$ cat config.mk
export PLATFORM = sky130hd
export DESIGN_NAME = bitmap_slot_allocator_unit
export DESIGN_NICKNAME = d
export VERILOG_FILES = /design/src/rtl/core/bsa_pkg.sv /design/src/rtl/core/bitmap_slot_allocator_unit.sv /design/src/rtl/core/bsa_map.sv /design/src/rtl/core/bsa_arith.sv
export SDC_FILE = /design/constraint.sdc
export NUM_CORES = 1
export LEC_CHECK = 0
export BUFFER_PORTS_ARGS = -buffer_cell sky130_fd_sc_hd__buf_2
export CAP_MARGIN = 20
export CELL_PAD_IN_SITES_DETAIL_PLACEMENT = 1
export CELL_PAD_IN_SITES_GLOBAL_PLACEMENT = 1
export CORE_MARGIN = 3
export CORE_UTILIZATION = 52
export DETAILED_ROUTE_END_ITERATION = 7
export GPL_TIMING_DRIVEN = 0
export PLACE_DENSITY_LB_ADDON = 0.1
export REMOVE_ABC_BUFFERS = 1
export SYNTH_ARGS = -nofsm -noshare
export SYNTH_HDL_FRONTEND = slang
export SYNTH_SLANG_ARGS = --single-unit
$ cat constraint.sdc
create_clock -name clk -period 6.1 [get_ports clk]
set_input_delay 0 -clock clk [delete_from_list [all_inputs] [get_ports clk]]
set_output_delay 0 -clock clk [all_outputs]
set_load 0.02 [all_outputs]
$ cat src/rtl/core/bsa_pkg.sv
// Package for the bitmap slot allocator: field widths, codes, state encoding,
// the request and response records of the shared arithmetic unit, and a bit search helper.
// No dependencies.
package bsa_pkg;

    // Field and register widths
    localparam int OFFSET_W   = 20;
    localparam int SIZE_W     = 13;
    localparam int BYTES_W    = 6;
    localparam int CFG_DATA_W = 13;
    localparam int CFG_IDX_W  = 1;
    localparam int STATUS_W   = 2;

    // Iteration counts of the shared arithmetic unit
    localparam int DIV_STEPS = OFFSET_W;
    localparam int MUL_STEPS = SIZE_W;
    localparam int ACNT_W    = 5;

    // Map byte constants
    localparam logic [7:0] FULL_BYTE = 8'hFF;
    localparam logic [7:0] TOP_BIT   = 8'h80;

    // Reset values of the configuration registers
    localparam logic [BYTES_W-1:0] BYTES_RESET = 6'd32;
    localparam logic [SIZE_W-1:0]  SIZE_RESET  = 13'd16;

    // Configuration register indexes
    localparam logic [CFG_IDX_W-1:0] REG_BITMAP_BYTES = 1'b0;
    localparam logic [CFG_IDX_W-1:0] REG_SLOT_SIZE    = 1'b1;

    // Request operation codes
    localparam logic OP_ALLOC = 1'b0;
    localparam logic OP_FREE  = 1'b1;

    typedef enum logic [STATUS_W-1:0] {
        ST_OK    = 2'd0,
        ST_FULL  = 2'd1,
        ST_RANGE = 2'd2
    } status_t;

    typedef enum logic {
        AOP_MUL = 1'b0,
        AOP_DIV = 1'b1
    } arith_op_t;

    typedef enum logic [2:0] {
        S_IDLE,
        S_SCAN_RD,
        S_SCAN_CHK,
        S_MUL,
        S_DIV,
        S_FREE_RD,
        S_FREE_WR,
        S_DONE
    } state_t;

    // Request to the shared arithmetic unit
    typedef struct packed {
        logic                start;
        arith_op_t           op;
        logic [OFFSET_W-1:0] a;
        logic [SIZE_W-1:0]   b;
    } arith_req_t;

    // Response from the shared arithmetic unit
    typedef struct packed {
        logic                busy;
        logic                done;
        logic [OFFSET_W-1:0] result;
    } arith_resp_t;

    // Position of the most significant clear bit, counted from bit 7 down.
    function automatic logic [2:0] first_free(input logic [7:0] map_byte);
        logic [2:0] pos;
        logic       found;
        pos   = 3'd0;
        found = 1'b0;
        for (int i = 0; i < 8; i++)
        begin
            if (!found && !map_byte[7-i])
            begin
                pos   = 3'(i);
                found = 1'b1;
            end
        end
        return pos;
    endfunction

endpackage

$ cat src/rtl/core/bitmap_slot_allocator_unit.sv
// Bitmap slot allocator, first fit. An allocate transaction scans the occupancy
// map one byte per cycle from byte 0 and then multiplies the slot number by the slot
// size in the shared arithmetic unit; a full map reports no free slot once all n
// bytes in use have been scanned. A free transaction divides the offset by the
// slot size in the same unit (20 steps), clears the bit when the slot is in range,
// then scans the n bytes in use to report whether the map is empty, stopping early
// at the first nonzero byte. One transaction is worked on at a time, through the
// single arithmetic unit and the single map read port, and a finished result waits
// in the output register while the next one is taken. The map is empty straight
// after reset.
module bitmap_slot_allocator_unit #(
    parameter int MAX_MAP_BYTES = 32
) (
    input  logic                              clk,
    input  logic                              rst_n,
    // Request stream
    input  logic                              s_tvalid,
    output logic                              s_tready,
    input  logic [23:0]                       s_tdata,   // [19:0] free_offset
    input  logic                              s_tuser,   // [0] operation
    // Result stream
    output logic                              m_tvalid,
    input  logic                              m_tready,
    output logic [23:0]                       m_tdata,   // [19:0] slot_offset, [20] all_free
    output logic [bsa_pkg::STATUS_W-1:0]      m_tuser,   // [1:0] status
    // Configuration writes
    input  logic                              cfg_wen,
    input  logic [bsa_pkg::CFG_IDX_W-1:0]     cfg_index,
    input  logic [bsa_pkg::CFG_DATA_W-1:0]    cfg_wdata
);

    localparam int BW = (MAX_MAP_BYTES > 1) ? $clog2(MAX_MAP_BYTES) : 1;
    localparam int SW = BW + 3;
    localparam int NW = $clog2(MAX_MAP_BYTES + 1);

    // Configuration registers
    logic [bsa_pkg::BYTES_W-1:0]  bitmap_bytes_reg;
    logic [bsa_pkg::SIZE_W-1:0]   slot_size_reg;

    // Sequencer registers
    bsa_pkg::state_t              state_reg, state_next;
    logic [NW-1:0]                idx_reg, idx_next;
    logic [SW-1:0]                slot_reg, slot_next;
    logic                         is_free_reg, is_free_next;
    bsa_pkg::status_t             status_reg, status_next;
    logic [bsa_pkg::OFFSET_W-1:0] offset_reg, offset_next;
    logic                         all_free_reg, all_free_next;

    // Output register
    logic                         out_valid_reg;
    bsa_pkg::status_t             out_status_reg;
    logic [bsa_pkg::OFFSET_W-1:0] out_offset_reg;
    logic                         out_all_free_reg;
    logic                         load_out;

    // Derived values
    logic [8:0]                   bytes_ext;
    logic [8:0]                   bytes_cap;
    logic [NW-1:0]                n_bytes;
    logic [NW+2:0]                slot_limit;
    logic [bsa_pkg::SIZE_W-1:0]   size_eff;
    logic [NW-1:0]                idx_inc;
    logic [2:0]                   free_bit;
    logic [SW-1:0]                found_slot;

    // Map and arithmetic unit connections
    logic [BW-1:0]                map_rd_addr;
    logic [7:0]                   map_rd_data;
    logic                         map_wr_en;
    logic [BW-1:0]                map_wr_addr;
    logic [7:0]                   map_wr_data;
    bsa_pkg::arith_req_t          arith_req;
    bsa_pkg::arith_resp_t         arith_resp;

    bsa_map #(
        .DEPTH (MAX_MAP_BYTES),
        .AW    (BW)
    ) u_map (
        .clk     (clk),
        .rst_n   (rst_n),
        .rd_addr (map_rd_addr),
        .rd_data (map_rd_data),
        .wr_en   (map_wr_en),
        .wr_addr (map_wr_addr),
        .wr_data (map_wr_data)
    );

    bsa_arith u_arith (
        .clk   (clk),
        .rst_n (rst_n),
        .req   (arith_req),
        .resp  (arith_resp)
    );

    // Configuration registers take every write.
    always_ff @(posedge clk or negedge rst_n)
    begin
        if (!rst_n)
        begin
            bitmap_bytes_reg <= bsa_pkg::BYTES_RESET;
            slot_size_reg    <= bsa_pkg::SIZE_RESET;
        end
        else if (cfg_wen)
        begin
            unique case (cfg_index)
                bsa_pkg::REG_BITMAP_BYTES: bitmap_bytes_reg <= cfg_wdata[bsa_pkg::BYTES_W-1:0];
                bsa_pkg::REG_SLOT_SIZE:    slot_size_reg    <= cfg_wdata;
            endcase
        end
    end

    // Bytes in use are capped at the map depth; a zero slot size counts as one.
    always_comb
    begin
        bytes_ext  = 9'(bitmap_bytes_reg);
        bytes_cap  = (bytes_ext > 9'(MAX_MAP_BYTES)) ? 9'(MAX_MAP_BYTES) : bytes_ext;
        n_bytes    = bytes_cap[NW-1:0];
        slot_limit = {n_bytes, 3'b000};
        size_eff   = (slot_size_reg == '0) ? bsa_pkg::SIZE_W'(1) : slot_size_reg;
        idx_inc    = idx_reg + NW'(1);
        free_bit   = bsa_pkg::first_free(map_rd_data);
        found_slot = {idx_reg[BW-1:0], free_bit};
    end

    // Sequencer state and result registers
    always_ff @(posedge clk or negedge rst_n)
    begin
        if (!rst_n)
        begin
            state_reg   <= bsa_pkg::S_IDLE;
            is_free_reg <= 1'b0;
        end
        else
        begin
            state_reg   <= state_next;
            is_free_reg <= is_free_next;
        end
    end

    always_ff @(posedge clk)
    begin
        idx_reg      <= idx_next;
        slot_reg     <= slot_next;
        status_reg   <= status_next;
        offset_reg   <= offset_next;
        all_free_reg <= all_free_next;
    end

    // Next state, map accesses and arithmetic requests
    always_comb
    begin
        state_next    = state_reg;
        idx_next      = idx_reg;
        slot_next     = slot_reg;
        is_free_next  = is_free_reg;
        status_next   = status_reg;
        offset_next   = offset_reg;
        all_free_next = all_free_reg;
        map_rd_addr   = idx_reg[BW-1:0];
        map_wr_en     = 1'b0;
        map_wr_addr   = idx_reg[BW-1:0];
        map_wr_data   = map_rd_data;
        arith_req     = '0;
        load_out      = 1'b0;

        unique case (state_reg)
            bsa_pkg::S_IDLE:
            begin
                if (s_tvalid)
                begin
                    idx_next      = '0;
                    offset_next   = '0;
                    all_free_next = 1'b0;
                    status_next   = bsa_pkg::ST_OK;
                    if (s_tuser == bsa_pkg::OP_ALLOC)
                    begin
                        is_free_next = 1'b0;
                        if (n_bytes == '0)
                        begin
                            status_next = bsa_pkg::ST_FULL;
                            state_next  = bsa_pkg::S_DONE;
                        end
                        else
                        begin
                            state_next = bsa_pkg::S_SCAN_RD;
                        end
                    end
                    else
                    begin
                        is_free_next    = 1'b1;
                        arith_req.start = 1'b1;
                        arith_req.op    = bsa_pkg::AOP_DIV;
                        arith_req.a     = s_tdata[bsa_pkg::OFFSET_W-1:0];
                        arith_req.b     = size_eff;
                        state_next      = bsa_pkg::S_DIV;
                    end
                end
            end

            bsa_pkg::S_SCAN_RD:
            begin
                state_next = bsa_pkg::S_SCAN_CHK;
            end

            // One map byte per cycle; the read of the next byte overlaps the check.
            bsa_pkg::S_SCAN_CHK:
            begin
                if (!is_free_reg && map_rd_data != bsa_pkg::FULL_BYTE)
                begin
                    map_wr_en       = 1'b1;
                    map_wr_data     = map_rd_data | (bsa_pkg::TOP_BIT >> free_bit);
                    arith_req.start = 1'b1;
                    arith_req.op    = bsa_pkg::AOP_MUL;
                    arith_req.a     = bsa_pkg::OFFSET_W'(found_slot);
                    arith_req.b     = size_eff;
                    state_next      = bsa_pkg::S_MUL;
                end
                else if (is_free_reg && map_rd_data != 8'h00)
                begin
                    all_free_next = 1'b0;
                    state_next    = bsa_pkg::S_DONE;
                end
                else if (idx_inc < n_bytes)
                begin
                    idx_next    = idx_inc;
                    map_rd_addr = idx_inc[BW-1:0];
                end
                else
                begin
                    if (is_free_reg)
                    begin
                        all_free_next = 1'b1;
                    end
                    else
                    begin
                        status_next = bsa_pkg::ST_FULL;
                    end
                    state_next = bsa_pkg::S_DONE;
                end
            end

            bsa_pkg::S_MUL:
            begin
                if (arith_resp.done)
                begin
                    offset_next = arith_resp.result;
                    state_next  = bsa_pkg::S_DONE;
                end
            end

            // Quotient is the slot number; check it against the slots in use.
            bsa_pkg::S_DIV:
            begin
                if (arith_resp.done)
                begin
                    idx_next = '0;
                    if (arith_resp.result >= bsa_pkg::OFFSET_W'(slot_limit))
                    begin
                        status_next = bsa_pkg::ST_RANGE;
                        if (n_bytes == '0)
                        begin
                            all_free_next = 1'b1;
                            state_next    = bsa_pkg::S_DONE;
                        end
                        else
                        begin
                            state_next = bsa_pkg::S_SCAN_RD;
                        end
                    end
                    else
                    begin
                        slot_next  = arith_resp.result[SW-1:0];
                        state_next = bsa_pkg::S_FREE_RD;
                    end
                end
            end

            bsa_pkg::S_FREE_RD:
            begin
                map_rd_addr = slot_reg[SW-1:3];
                state_next  = bsa_pkg::S_FREE_WR;
            end

            bsa_pkg::S_FREE_WR:
            begin
                map_wr_en   = 1'b1;
                map_wr_addr = slot_reg[SW-1:3];
                map_wr_data = map_rd_data & ~(bsa_pkg::TOP_BIT >> slot_reg[2:0]);
                state_next  = bsa_pkg::S_SCAN_RD;
            end

            bsa_pkg::S_DONE:
            begin
                if (!out_valid_reg || m_tready)
                begin
                    load_out   = 1'b1;
                    state_next = bsa_pkg::S_IDLE;
                end
            end

            default:
            begin
                state_next = bsa_pkg::S_IDLE;
            end
        endcase
    end

    // Output register: holds a result until the downstream side takes it.
    always_ff @(posedge clk or negedge rst_n)
    begin
        if (!rst_n)
        begin
            out_valid_reg <= 1'b0;
        end
        else if (load_out)
        begin
            out_valid_reg <= 1'b1;
        end
        else if (m_tready)
        begin
            out_valid_reg <= 1'b0;
        end
    end

    always_ff @(posedge clk)
    begin
        if (load_out)
        begin
            out_status_reg   <= status_reg;
            out_offset_reg   <= offset_reg;
            out_all_free_reg <= all_free_reg;
        end
    end

    assign s_tready = (state_reg == bsa_pkg::S_IDLE);
    assign m_tvalid = out_valid_reg;
    assign m_tdata  = {3'b000, out_all_free_reg, out_offset_reg};
    assign m_tuser  = out_status_reg;

`ifndef SYNTHESIS
    // An accepted transaction always leaves the idle state.
    assert property (@(posedge clk) disable iff (!rst_n)
        (s_tvalid && s_tready) |=> (state_reg != bsa_pkg::S_IDLE))
    else $error("request accepted but sequencer stayed idle");

    // The shared unit is never restarted while it is still working.
    assert property (@(posedge clk) disable iff (!rst_n)
        arith_req.start |-> !arith_resp.busy)
    else $error("arithmetic unit started while busy");

    // The map is written only when a slot is taken or released.
    assert property (@(posedge clk) disable iff (!rst_n)
        map_wr_en |-> (state_reg == bsa_pkg::S_SCAN_CHK || state_reg == bsa_pkg::S_FREE_WR))
    else $error("map written outside allocate or free");

    // An out-of-range free never carries an offset.
    assert property (@(posedge clk) disable iff (!rst_n)
        (m_tvalid && m_tuser == bsa_pkg::ST_RANGE) |-> (m_tdata[19:0] == 20'd0))
    else $error("range error with nonzero offset");

    // A full-map result comes from an allocate and never reports an empty map.
    assert property (@(posedge clk) disable iff (!rst_n)
        (m_tvalid && m_tuser == bsa_pkg::ST_FULL) |-> !m_tdata[20])
    else $error("no-free-slot result with all_free set");
`endif

endmodule

$ cat src/rtl/core/bsa_map.sv
// Occupancy map storage: one write port and one registered read port, with a
// valid bit per byte so that reset empties the map at once. Depends on nothing.
module bsa_map #(
    parameter int DEPTH = 32,
    parameter int AW    = 5
) (
    input  logic          clk,
    input  logic          rst_n,
    input  logic [AW-1:0] rd_addr,
    output logic [7:0]    rd_data,
    input  logic          wr_en,
    input  logic [AW-1:0] wr_addr,
    input  logic [7:0]    wr_data
);

    logic [7:0]       mem [DEPTH];
    logic [DEPTH-1:0] valid_reg;
    logic [7:0]       rd_data_reg;
    logic             rd_valid_reg;

    // Storage array and registered read data
    always_ff @(posedge clk)
    begin
        if (wr_en)
        begin
            mem[wr_addr] <= wr_data;
        end
        rd_data_reg <= mem[rd_addr];
    end

    // Valid bits: a byte never written since reset reads as zero.
    always_ff @(posedge clk or negedge rst_n)
    begin
        if (!rst_n)
        begin
            valid_reg    <= '0;
            rd_valid_reg <= 1'b0;
        end
        else
        begin
            if (wr_en)
            begin
                valid_reg[wr_addr] <= 1'b1;
            end
            rd_valid_reg <= valid_reg[rd_addr];
        end
    end

    assign rd_data = rd_valid_reg ? rd_data_reg : 8'h00;

endmodule

$ cat src/rtl/core/bsa_arith.sv
// Shared iterative arithmetic unit: restoring division and shift-add
// multiplication, one step per cycle through a single adder. Depends on bsa_pkg.
module bsa_arith (
    input  logic                clk,
    input  logic                rst_n,
    input  bsa_pkg::arith_req_t  req,
    output bsa_pkg::arith_resp_t resp
);

    bsa_pkg::arith_op_t                op_reg;
    logic [bsa_pkg::OFFSET_W-1:0]      acc_reg;
    logic [bsa_pkg::OFFSET_W-1:0]      quo_reg;
    logic [bsa_pkg::OFFSET_W-1:0]      opnd_reg;
    logic [bsa_pkg::SIZE_W-1:0]        mult_reg;
    logic [bsa_pkg::ACNT_W-1:0]        cnt_reg;
    logic                              busy_reg;
    logic                              done_reg;

    logic [bsa_pkg::OFFSET_W-1:0]      rem_sh;
    logic [bsa_pkg::OFFSET_W-1:0]      add_x;
    logic [bsa_pkg::OFFSET_W-1:0]      add_y;
    logic                              add_cin;
    logic [bsa_pkg::OFFSET_W:0]        sum;
    logic                              carry;
    logic                              last_step;

    // One adder serves both operations. For division it subtracts the divisor
    // from the shifted remainder; the carry out says the subtraction fits.
    always_comb
    begin
        rem_sh = {acc_reg[bsa_pkg::OFFSET_W-2:0], quo_reg[bsa_pkg::OFFSET_W-1]};
        if (op_reg == bsa_pkg::AOP_DIV)
        begin
            add_x   = rem_sh;
            add_y   = ~opnd_reg;
            add_cin = 1'b1;
        end
        else
        begin
            add_x   = {acc_reg[bsa_pkg::OFFSET_W-2:0], 1'b0};
            add_y   = mult_reg[bsa_pkg::SIZE_W-1] ? opnd_reg : '0;
            add_cin = 1'b0;
        end
        sum   = {1'b0, add_x} + {1'b0, add_y} + (bsa_pkg::OFFSET_W+1)'(add_cin);
        carry = sum[bsa_pkg::OFFSET_W];
    end

    assign last_step = busy_reg && (cnt_reg == bsa_pkg::ACNT_W'(1));

    // Datapath registers
    always_ff @(posedge clk)
    begin
        if (req.start)
        begin
            op_reg   <= req.op;
            acc_reg  <= '0;
            quo_reg  <= req.a;
            mult_reg <= req.b;
            if (req.op == bsa_pkg::AOP_DIV)
            begin
                opnd_reg <= bsa_pkg::OFFSET_W'(req.b);
            end
            else
            begin
                opnd_reg <= req.a;
            end
        end
        else if (busy_reg)
        begin
            if (op_reg == bsa_pkg::AOP_DIV)
            begin
                acc_reg <= carry ? sum[bsa_pkg::OFFSET_W-1:0] : rem_sh;
                quo_reg <= {quo_reg[bsa_pkg::OFFSET_W-2:0], carry};
            end
            else
            begin
                acc_reg  <= sum[bsa_pkg::OFFSET_W-1:0];
                mult_reg <= {mult_reg[bsa_pkg::SIZE_W-2:0], 1'b0};
            end
        end
    end

    // Step counter and completion pulse
    always_ff @(posedge clk or negedge rst_n)
    begin
        if (!rst_n)
        begin
            busy_reg <= 1'b0;
            cnt_reg  <= '0;
            done_reg <= 1'b0;
        end
        else
        begin
            done_reg <= last_step;
            if (req.start)
            begin
                busy_reg <= 1'b1;
                if (req.op == bsa_pkg::AOP_DIV)
                begin
                    cnt_reg <= bsa_pkg::ACNT_W'(bsa_pkg::DIV_STEPS);
                end
                else
                begin
                    cnt_reg <= bsa_pkg::ACNT_W'(bsa_pkg::MUL_STEPS);
                end
            end
            else if (busy_reg)
            begin
                cnt_reg <= cnt_reg - bsa_pkg::ACNT_W'(1);
                if (last_step)
                begin
                    busy_reg <= 1'b0;
                end
            end
        end
    end

    assign resp.busy   = busy_reg;
    assign resp.done   = done_reg;
    assign resp.result = (op_reg == bsa_pkg::AOP_DIV) ? quo_reg : acc_reg;

endmodule

### After elaboration in Yosys (flattened, before gate mapping)

Memories as Yosys holds them, arrays and structs flattened. A register that Yosys moved wholly into a read port is not among the register bits.
Cells that the tools add are included.

* memory bits (writable): 256
* output and inout bits: 28
* input bits: 44
* flip-flop bits (word level): 198
* memories: 1

Memories
* u_map.mem: depth 32, bits a word 8, read ports 1, clocked after Yosys merged registers in 1, wr ports 1, line bsa_map.sv:16 `logic [7:0] mem [DEPTH];`

* equal/unequal tests: 24
* reductions and logical operators: 47
* order comparisons: 6
* mux-type cells: 100
* bitwise gates (word level): 7
* add/subtract/negate cells: 4
* shift-type cells: 2

Operator list (number)
* $mux 20: 10
* $mux 35: 3
* $pmux 35 s2: 1
* $mux 13: 5
* $mux 3: 16
* $pmux 20 s2: 1
* $mux 6: 6
* $mux 5: 7
* $mux 1: 33
* $or 32x32->32: 1
* $pmux 3 s8: 1
* $add 20x20->21: 1
* $add 21x1->21: 1
* $ge 20x9->1: 1
* $ne 2x2->1 const B: 10
* $not 20->20: 1
* $pmux 6 s3: 1
* $mux 8: 2
* $pmux 8 s2: 1
* $reduce_and 8->1: 2
* $shr 8x3->8 const A: 2
* $logic_not 1->1: 15
* $mux 2: 7
* $logic_not 13->1: 1
* other kinds (35): 61

### Longest topological paths before layout

* depth after elaboration: 26
* mapped depth: 19
* gate-level depth less buffers: 15

### By module

Synthesis repeated with hierarchy kept, for this count alone.

* cells, all modules: 1390
* area, all modules: 21064.0 sq um

Modules (own cells, without submodules)
* bsa_map: area each 11379.7 sq um, times used 1, cells an instance 503, seq. area each 8673.3 sq um
* bsa_arith: area each 5280.1 sq um, times used 1, cells an instance 508, seq. area each 2197.1 sq um
* bitmap_slot_allocator_unit: area each 4404.2 sq um, times used 1, cells an instance 379, seq. area each 2404.8 sq um

### Worst setup path before layout

Ideal clock, no wire load.

* path kind: register to register
* from: register u_arith.op_reg
* to: register u_arith.acc_reg[10] in the netlist's numbering
* path buffers: 4
* arrival: 4.311 ns
* library setup time: 0.132 ns
* setup slack: 1.656 ns
* stages on the path, launching flop included: 20
* data required time: 5.968 ns
* cell sequence: edfxtp_1 -> clkbuf_1 -> buf_1 -> nor2b_1 -> clkbuf_1 -> nand2_1 -> o21ai_0 -> fa_1 -> inv_1 -> fa_1 -> nor2b_1 -> o31a_1 -> o211ai_1 -> a21oi_1 -> o21ai_1 -> o2111ai_1 -> a211oi_1 -> buf_2 -> mux2i_1 -> a21oi_1

* word-level cells in the longest chain between the ends: 5
* elaborated cells between the ends (all ways): 7
* classes of those cells: 2 x add/sub; 5 x mux

Ends and longest elaborated chain
* start: declaration: line bsa_arith.sv:10 `bsa_pkg::arith_op_t op_reg;`
* start signal: assignment: line bsa_arith.sv:55 `op_reg <= req.op;`
* $mux 1 / $mux 20 (equally long branches): line bsa_arith.sv:32 `if (op_reg == bsa_pkg::AOP_DIV)`
* $add 20x20->21: line bsa_arith.sv:44 `sum = {1'b0, add_x} + {1'b0, add_y} + (bsa_pkg::OFFSET_W+1)'(add_cin);`
* $add 21x1->21: line bsa_arith.sv:44
* $mux 20: line bsa_arith.sv:72 `acc_reg <= carry ? sum[bsa_pkg::OFFSET_W-1:0] : rem_sh;`
* $mux 20 *: line bsa_arith.sv:70 `if (op_reg == bsa_pkg::AOP_DIV)`
* end signal: assignment: line bsa_arith.sv:72
* end signal: assignment: line bsa_arith.sv:77 `acc_reg <= sum[bsa_pkg::OFFSET_W-1:0];`
* end: declaration: line bsa_arith.sv:11 `logic [bsa_pkg::OFFSET_W-1:0] acc_reg;`

Mark *: on every way between the ends. The rest lies on a longest branch, timed or not.
A chain may end at the register's enable or synchronous reset.

### Worst setup path in the final report

* from: register idx_reg[2]
* to: register u_map.rd_valid_reg

* word-level cells in the longest chain between the ends: 8

Ends and longest elaborated chain
* start: declaration: line bitmap_slot_allocator_unit.sv:42 `logic [NW-1:0] idx_reg, idx_next;`
* start signal: assignment: line bitmap_slot_allocator_unit.sv:142 `idx_reg <= idx_next;`
* $add 6x1->6 *: line bitmap_slot_allocator_unit.sv:120 `idx_inc = idx_reg + NW'(1);`
* named net idx_inc[3]: line bitmap_slot_allocator_unit.sv:62 `logic [NW-1:0] idx_inc;`
* $lt 6x6->1: line bitmap_slot_allocator_unit.sv:223 `else if (idx_inc < n_bytes)`
* $mux 5 *: line bitmap_slot_allocator_unit.sv:223
* $mux 5 *: line bitmap_slot_allocator_unit.sv:218 `else if (is_free_reg && map_rd_data != 8'h00)`
* $mux 5 *: line bitmap_slot_allocator_unit.sv:208 `if (!is_free_reg && map_rd_data != bsa_pkg::FULL_BYTE)`
* $pmux 5 s2 *: line bitmap_slot_allocator_unit.sv:166 `unique case (state_reg)`
* $bmux 1 s5 *: line bsa_map.sv:45 `rd_valid_reg <= valid_reg[rd_addr];`
* $mux 1 (implied by the code) *: line bsa_map.sv:45
* end signal: assignment: line bsa_map.sv:45
* end: declaration: line bsa_map.sv:19 `logic rd_valid_reg;`

Mark *: on every way through the listed nets, which the timed path passes. The rest lies on a longest branch. The select of a mux whose other input is x is not followed.

==> flow_summary.toml <==
[clock_network]
clockBufferDepth = 3
htreeDepth = 2
path_clk_slew_ns = 0.06
cts_tree = "yes"
cts_root_buf = "clkbuf_16"
postCtsSetupRepairBufs = 0
cts.sinks = 462
cts_made_buffers = 48
clock_latency_ns = 0.59

[worst_hold_path]
hold_class = "in -> reg"
worstHoldEndpoint = "bitmap_bytes_reg[2]$_DFFE_PN0P_"
hp-start = "cfg_wen"
hold_depth = 3

[floorplan]
dieArea_sq_um = 42100
num_io_pins = 72
fp.dieH_um = 205
std_cell_rows = 72
start_util_pct = 53.0
coreArea_sq_um = 38900
die_x_um = 205

[drt]
drt-total-wl_mm = 56.4
vias = 13700
via_per_inst = 6.08
drc_errors = 0
wl_per_cell_um = 25.0
drt_iter0_drc = 1196
ant_nets = 0
dr.pass1.iters = 5

[timing]
setup_viol = 0
finalHoldViolations = 0
setup_ws_ns = 0.394
worst_pin_slew_ns = 1.11
skew_ns = 0.0168
max_slew_margin_pct = 25.6
rsz0062_at_grt = "no"
slew_viol_final = 0
finalCritPeriodShare_pct = 93.5
timing.final.crit_period_ns = 5.71
max_freq_mhz = 175
whs_ns = 0.0679
fin_tns_setup_ns = 0

[synthesis]
yosys_warnings = 0
synth-edff-count = 370
syn_inst = 1585
synthTopCellsByArea = "edfxtp_1 (54%), dfrtp_1 (7.5%), mux2i_1 (7.1%)"
ys_ff_latch = 462
synth.avg_cell_area_sq_um = 13.0
synthTopCellsByCount = "edfxtp_1 (370), nand2_1 (222), mux2i_1 (146)"
synthFlopType = "edfxtp_1"
ys_seq_area_share_pct = 64.3
synth_cell_types = 79
synth_area_sq_um = 20600
yosysTopAreaCell = "edfxtp_1"
async_reset_ff_share_pct = 13.9
synth_top_area_share_pct = 53.8
synth.most_common_cell = "edfxtp_1"

[critical_path]
rr_endpoint = "u_map.rd_valid_reg$_DFF_PN0_"
crit_required_ns = 6.51
path_max_fanout = 15
startpoint_type = "register"
crit_type = "reg -> reg"
endpoint_kind = "register"
r2r_cells = 16
rrSetupSlack_ns = 0.39
critPathArrivalTime_ns = 6.12
rr_startpoint = "idx_reg[2]$_SDFFCE_PN0P_"

[flow_run]
maxCapViolations = 0

[global_route]
grt_usage_pct = 26.9
grt_pass1_wl_mm = 85.6
grt.overflow.total = 0
antenna_found_initial = 1
grt_max_degree = 59
grt_pass1_vias = 14200

[power_and_ir_drop]
combPwrFrac_pct = 42.1
vdd_drop_max_mv = 0.268
leakagePower_nw = 8.96
p_int_mw = 8.05
p_sw_share_pct = 39.3
p_total_mw = 13.3
clkPwrFrac_pct = 20.7
power_switching_mw = 5.21
p_per_area_nw_per_um2 = 560
pwr-share-seq_pct = 37.2

[cells_and_area]
area_growth_pct = 14.8
layout-drive-gt1-share_pct = 14.8
finalNetCount = 1778
largest_reg_flops = 256
diodes = 0

[placed_design]
gp_congestion = 0.824
pre_cts_slack_ns = 0.281
dpl.hpwl_mm = 37.5
io_buffers = 64

[run_status]
status = "completed"
metal layers:
metal | GRT usage [%] | wire (um) | part of all wire, % | vias up
met5 | 0 | 13 | 0.023 | -
met4 | 8.32 | 1440 | 2.6 | 2
met3 | 3.80 | 3400 | 6.0 | 90
met2 | 43.6 | 27200 | 48 | 426
met1 | 38.0 | 24300 | 43 | 7027
li1 | - | - | - | 6181
logic make-up after synthesis:
kind of cell / after synthesis / share of synthesized area [%]
AND/OR/NAND/NOR: 493 / 11.0
flip-flops: 462 / 64.3
AO/OA/AOI/OAI: 286 / 9.85
multiplexers: 177 / 8.77
buffers and inverters: 109 / 2.91
adder cells (fa/ha/maj): 35 / 2.19
XOR/XNOR: 22 / 0.933
other: 1 / 0.0182
how the worst max path moves through the flow:
stage | depth (start not counted) | startpoint | end
finish | 16 | idx_reg[2]$_SDFFCE_PN0P_ | u_map.rd_valid_reg$_DFF_PN0_
global route | 16 | idx_reg[2]$_SDFFCE_PN0P_ | u_map.rd_valid_reg$_DFF_PN0_
global placement | 12 | idx_reg[2]$_SDFFCE_PN0P_ | u_map.rd_valid_reg$_DFF_PN0_
CTS | 12 | idx_reg[2]$_SDFFCE_PN0P_ | u_map.rd_valid_reg$_DFF_PN0_
floorplan | 13 | idx_reg[0]$_SDFFCE_PN0P_ | u_map.rd_valid_reg$_DFF_PN0_
detailed placement | 12 | idx_reg[2]$_SDFFCE_PN0P_ | u_map.rd_valid_reg$_DFF_PN0_
final cells by class:
cell class / count / area (sq um)
clock buffer: 73 / 1330
tap: 518 / 648
sequential: 462 / 13300
fill: 3820 / 15200
inverter: 28 / 109
timing repair buffer: 136 / 1280
clock inverter: 16 / 121
multi-input combinational: 1023 / 6950
repair_timing:
item | 4_1_cts | 5_1_grt
hold buffers | 43 | 0
gates resized for setup | 0 | 2
endpoints found under the hold margin | 111 | 0
endpoints found under the setup margin | 0 | 9
power by group through the flow:
stage | Sequential [mW] | Combinational (mW) | Clock, mW
after global routing | 5.00 | 6.06 | 2.91
after detailed placement | 4.97 | 5.45 | 0
after global placement | 5.00 | 4.96 | 0
after floorplan | 4.82 | 3.54 | 0
after CTS | 4.91 | 5.54 | 2.80
final | 4.94 | 5.58 | 2.75
cell usage in the layout (no fill, tap or decap), types with 33 or more instances in the layout:
cell	instances
mux2i_1	146
nand3_1	33
buf_2	63
dlygate4sd3_1	43
o21ai_0	58
clkbuf_16	48
or2_2	34
nand2_1	220
a32oi_1	37
dfrtp_1	62
nor2_1	97
a21oi_1	48
ha_1	33
edfxtp_1	370
through the flow:
stage	instance area, sq um	util (%)	instances
floorplan	20200	-	1513
global placement	21200	54.3	2095
detailed placement	21800	56.0	2122
CTS	23700	60.9	2254
global route	23700	60.9	2256
finish	23700	60.9	2256
worst max-delay path, cell delays in order, from the launching register on:
cell and delay [ns]:
edfxtp_1 0.67, nand3_1 0.20, xnor2_1 0.36, ha_1 0.31
a211oi_1 0.25, nor2_1 0.14, nor4_4 0.59, a21oi_4 0.19
a221oi_4 0.89, buf_8 0.25, buf_6 0.18, buf_8 0.16
buf_16 0.16, mux2i_1 0.09, o221ai_1 0.24, o22ai_1 0.21
a2111oi_1 0.60
No activity file was read; power rests on OpenSTA's default activity.
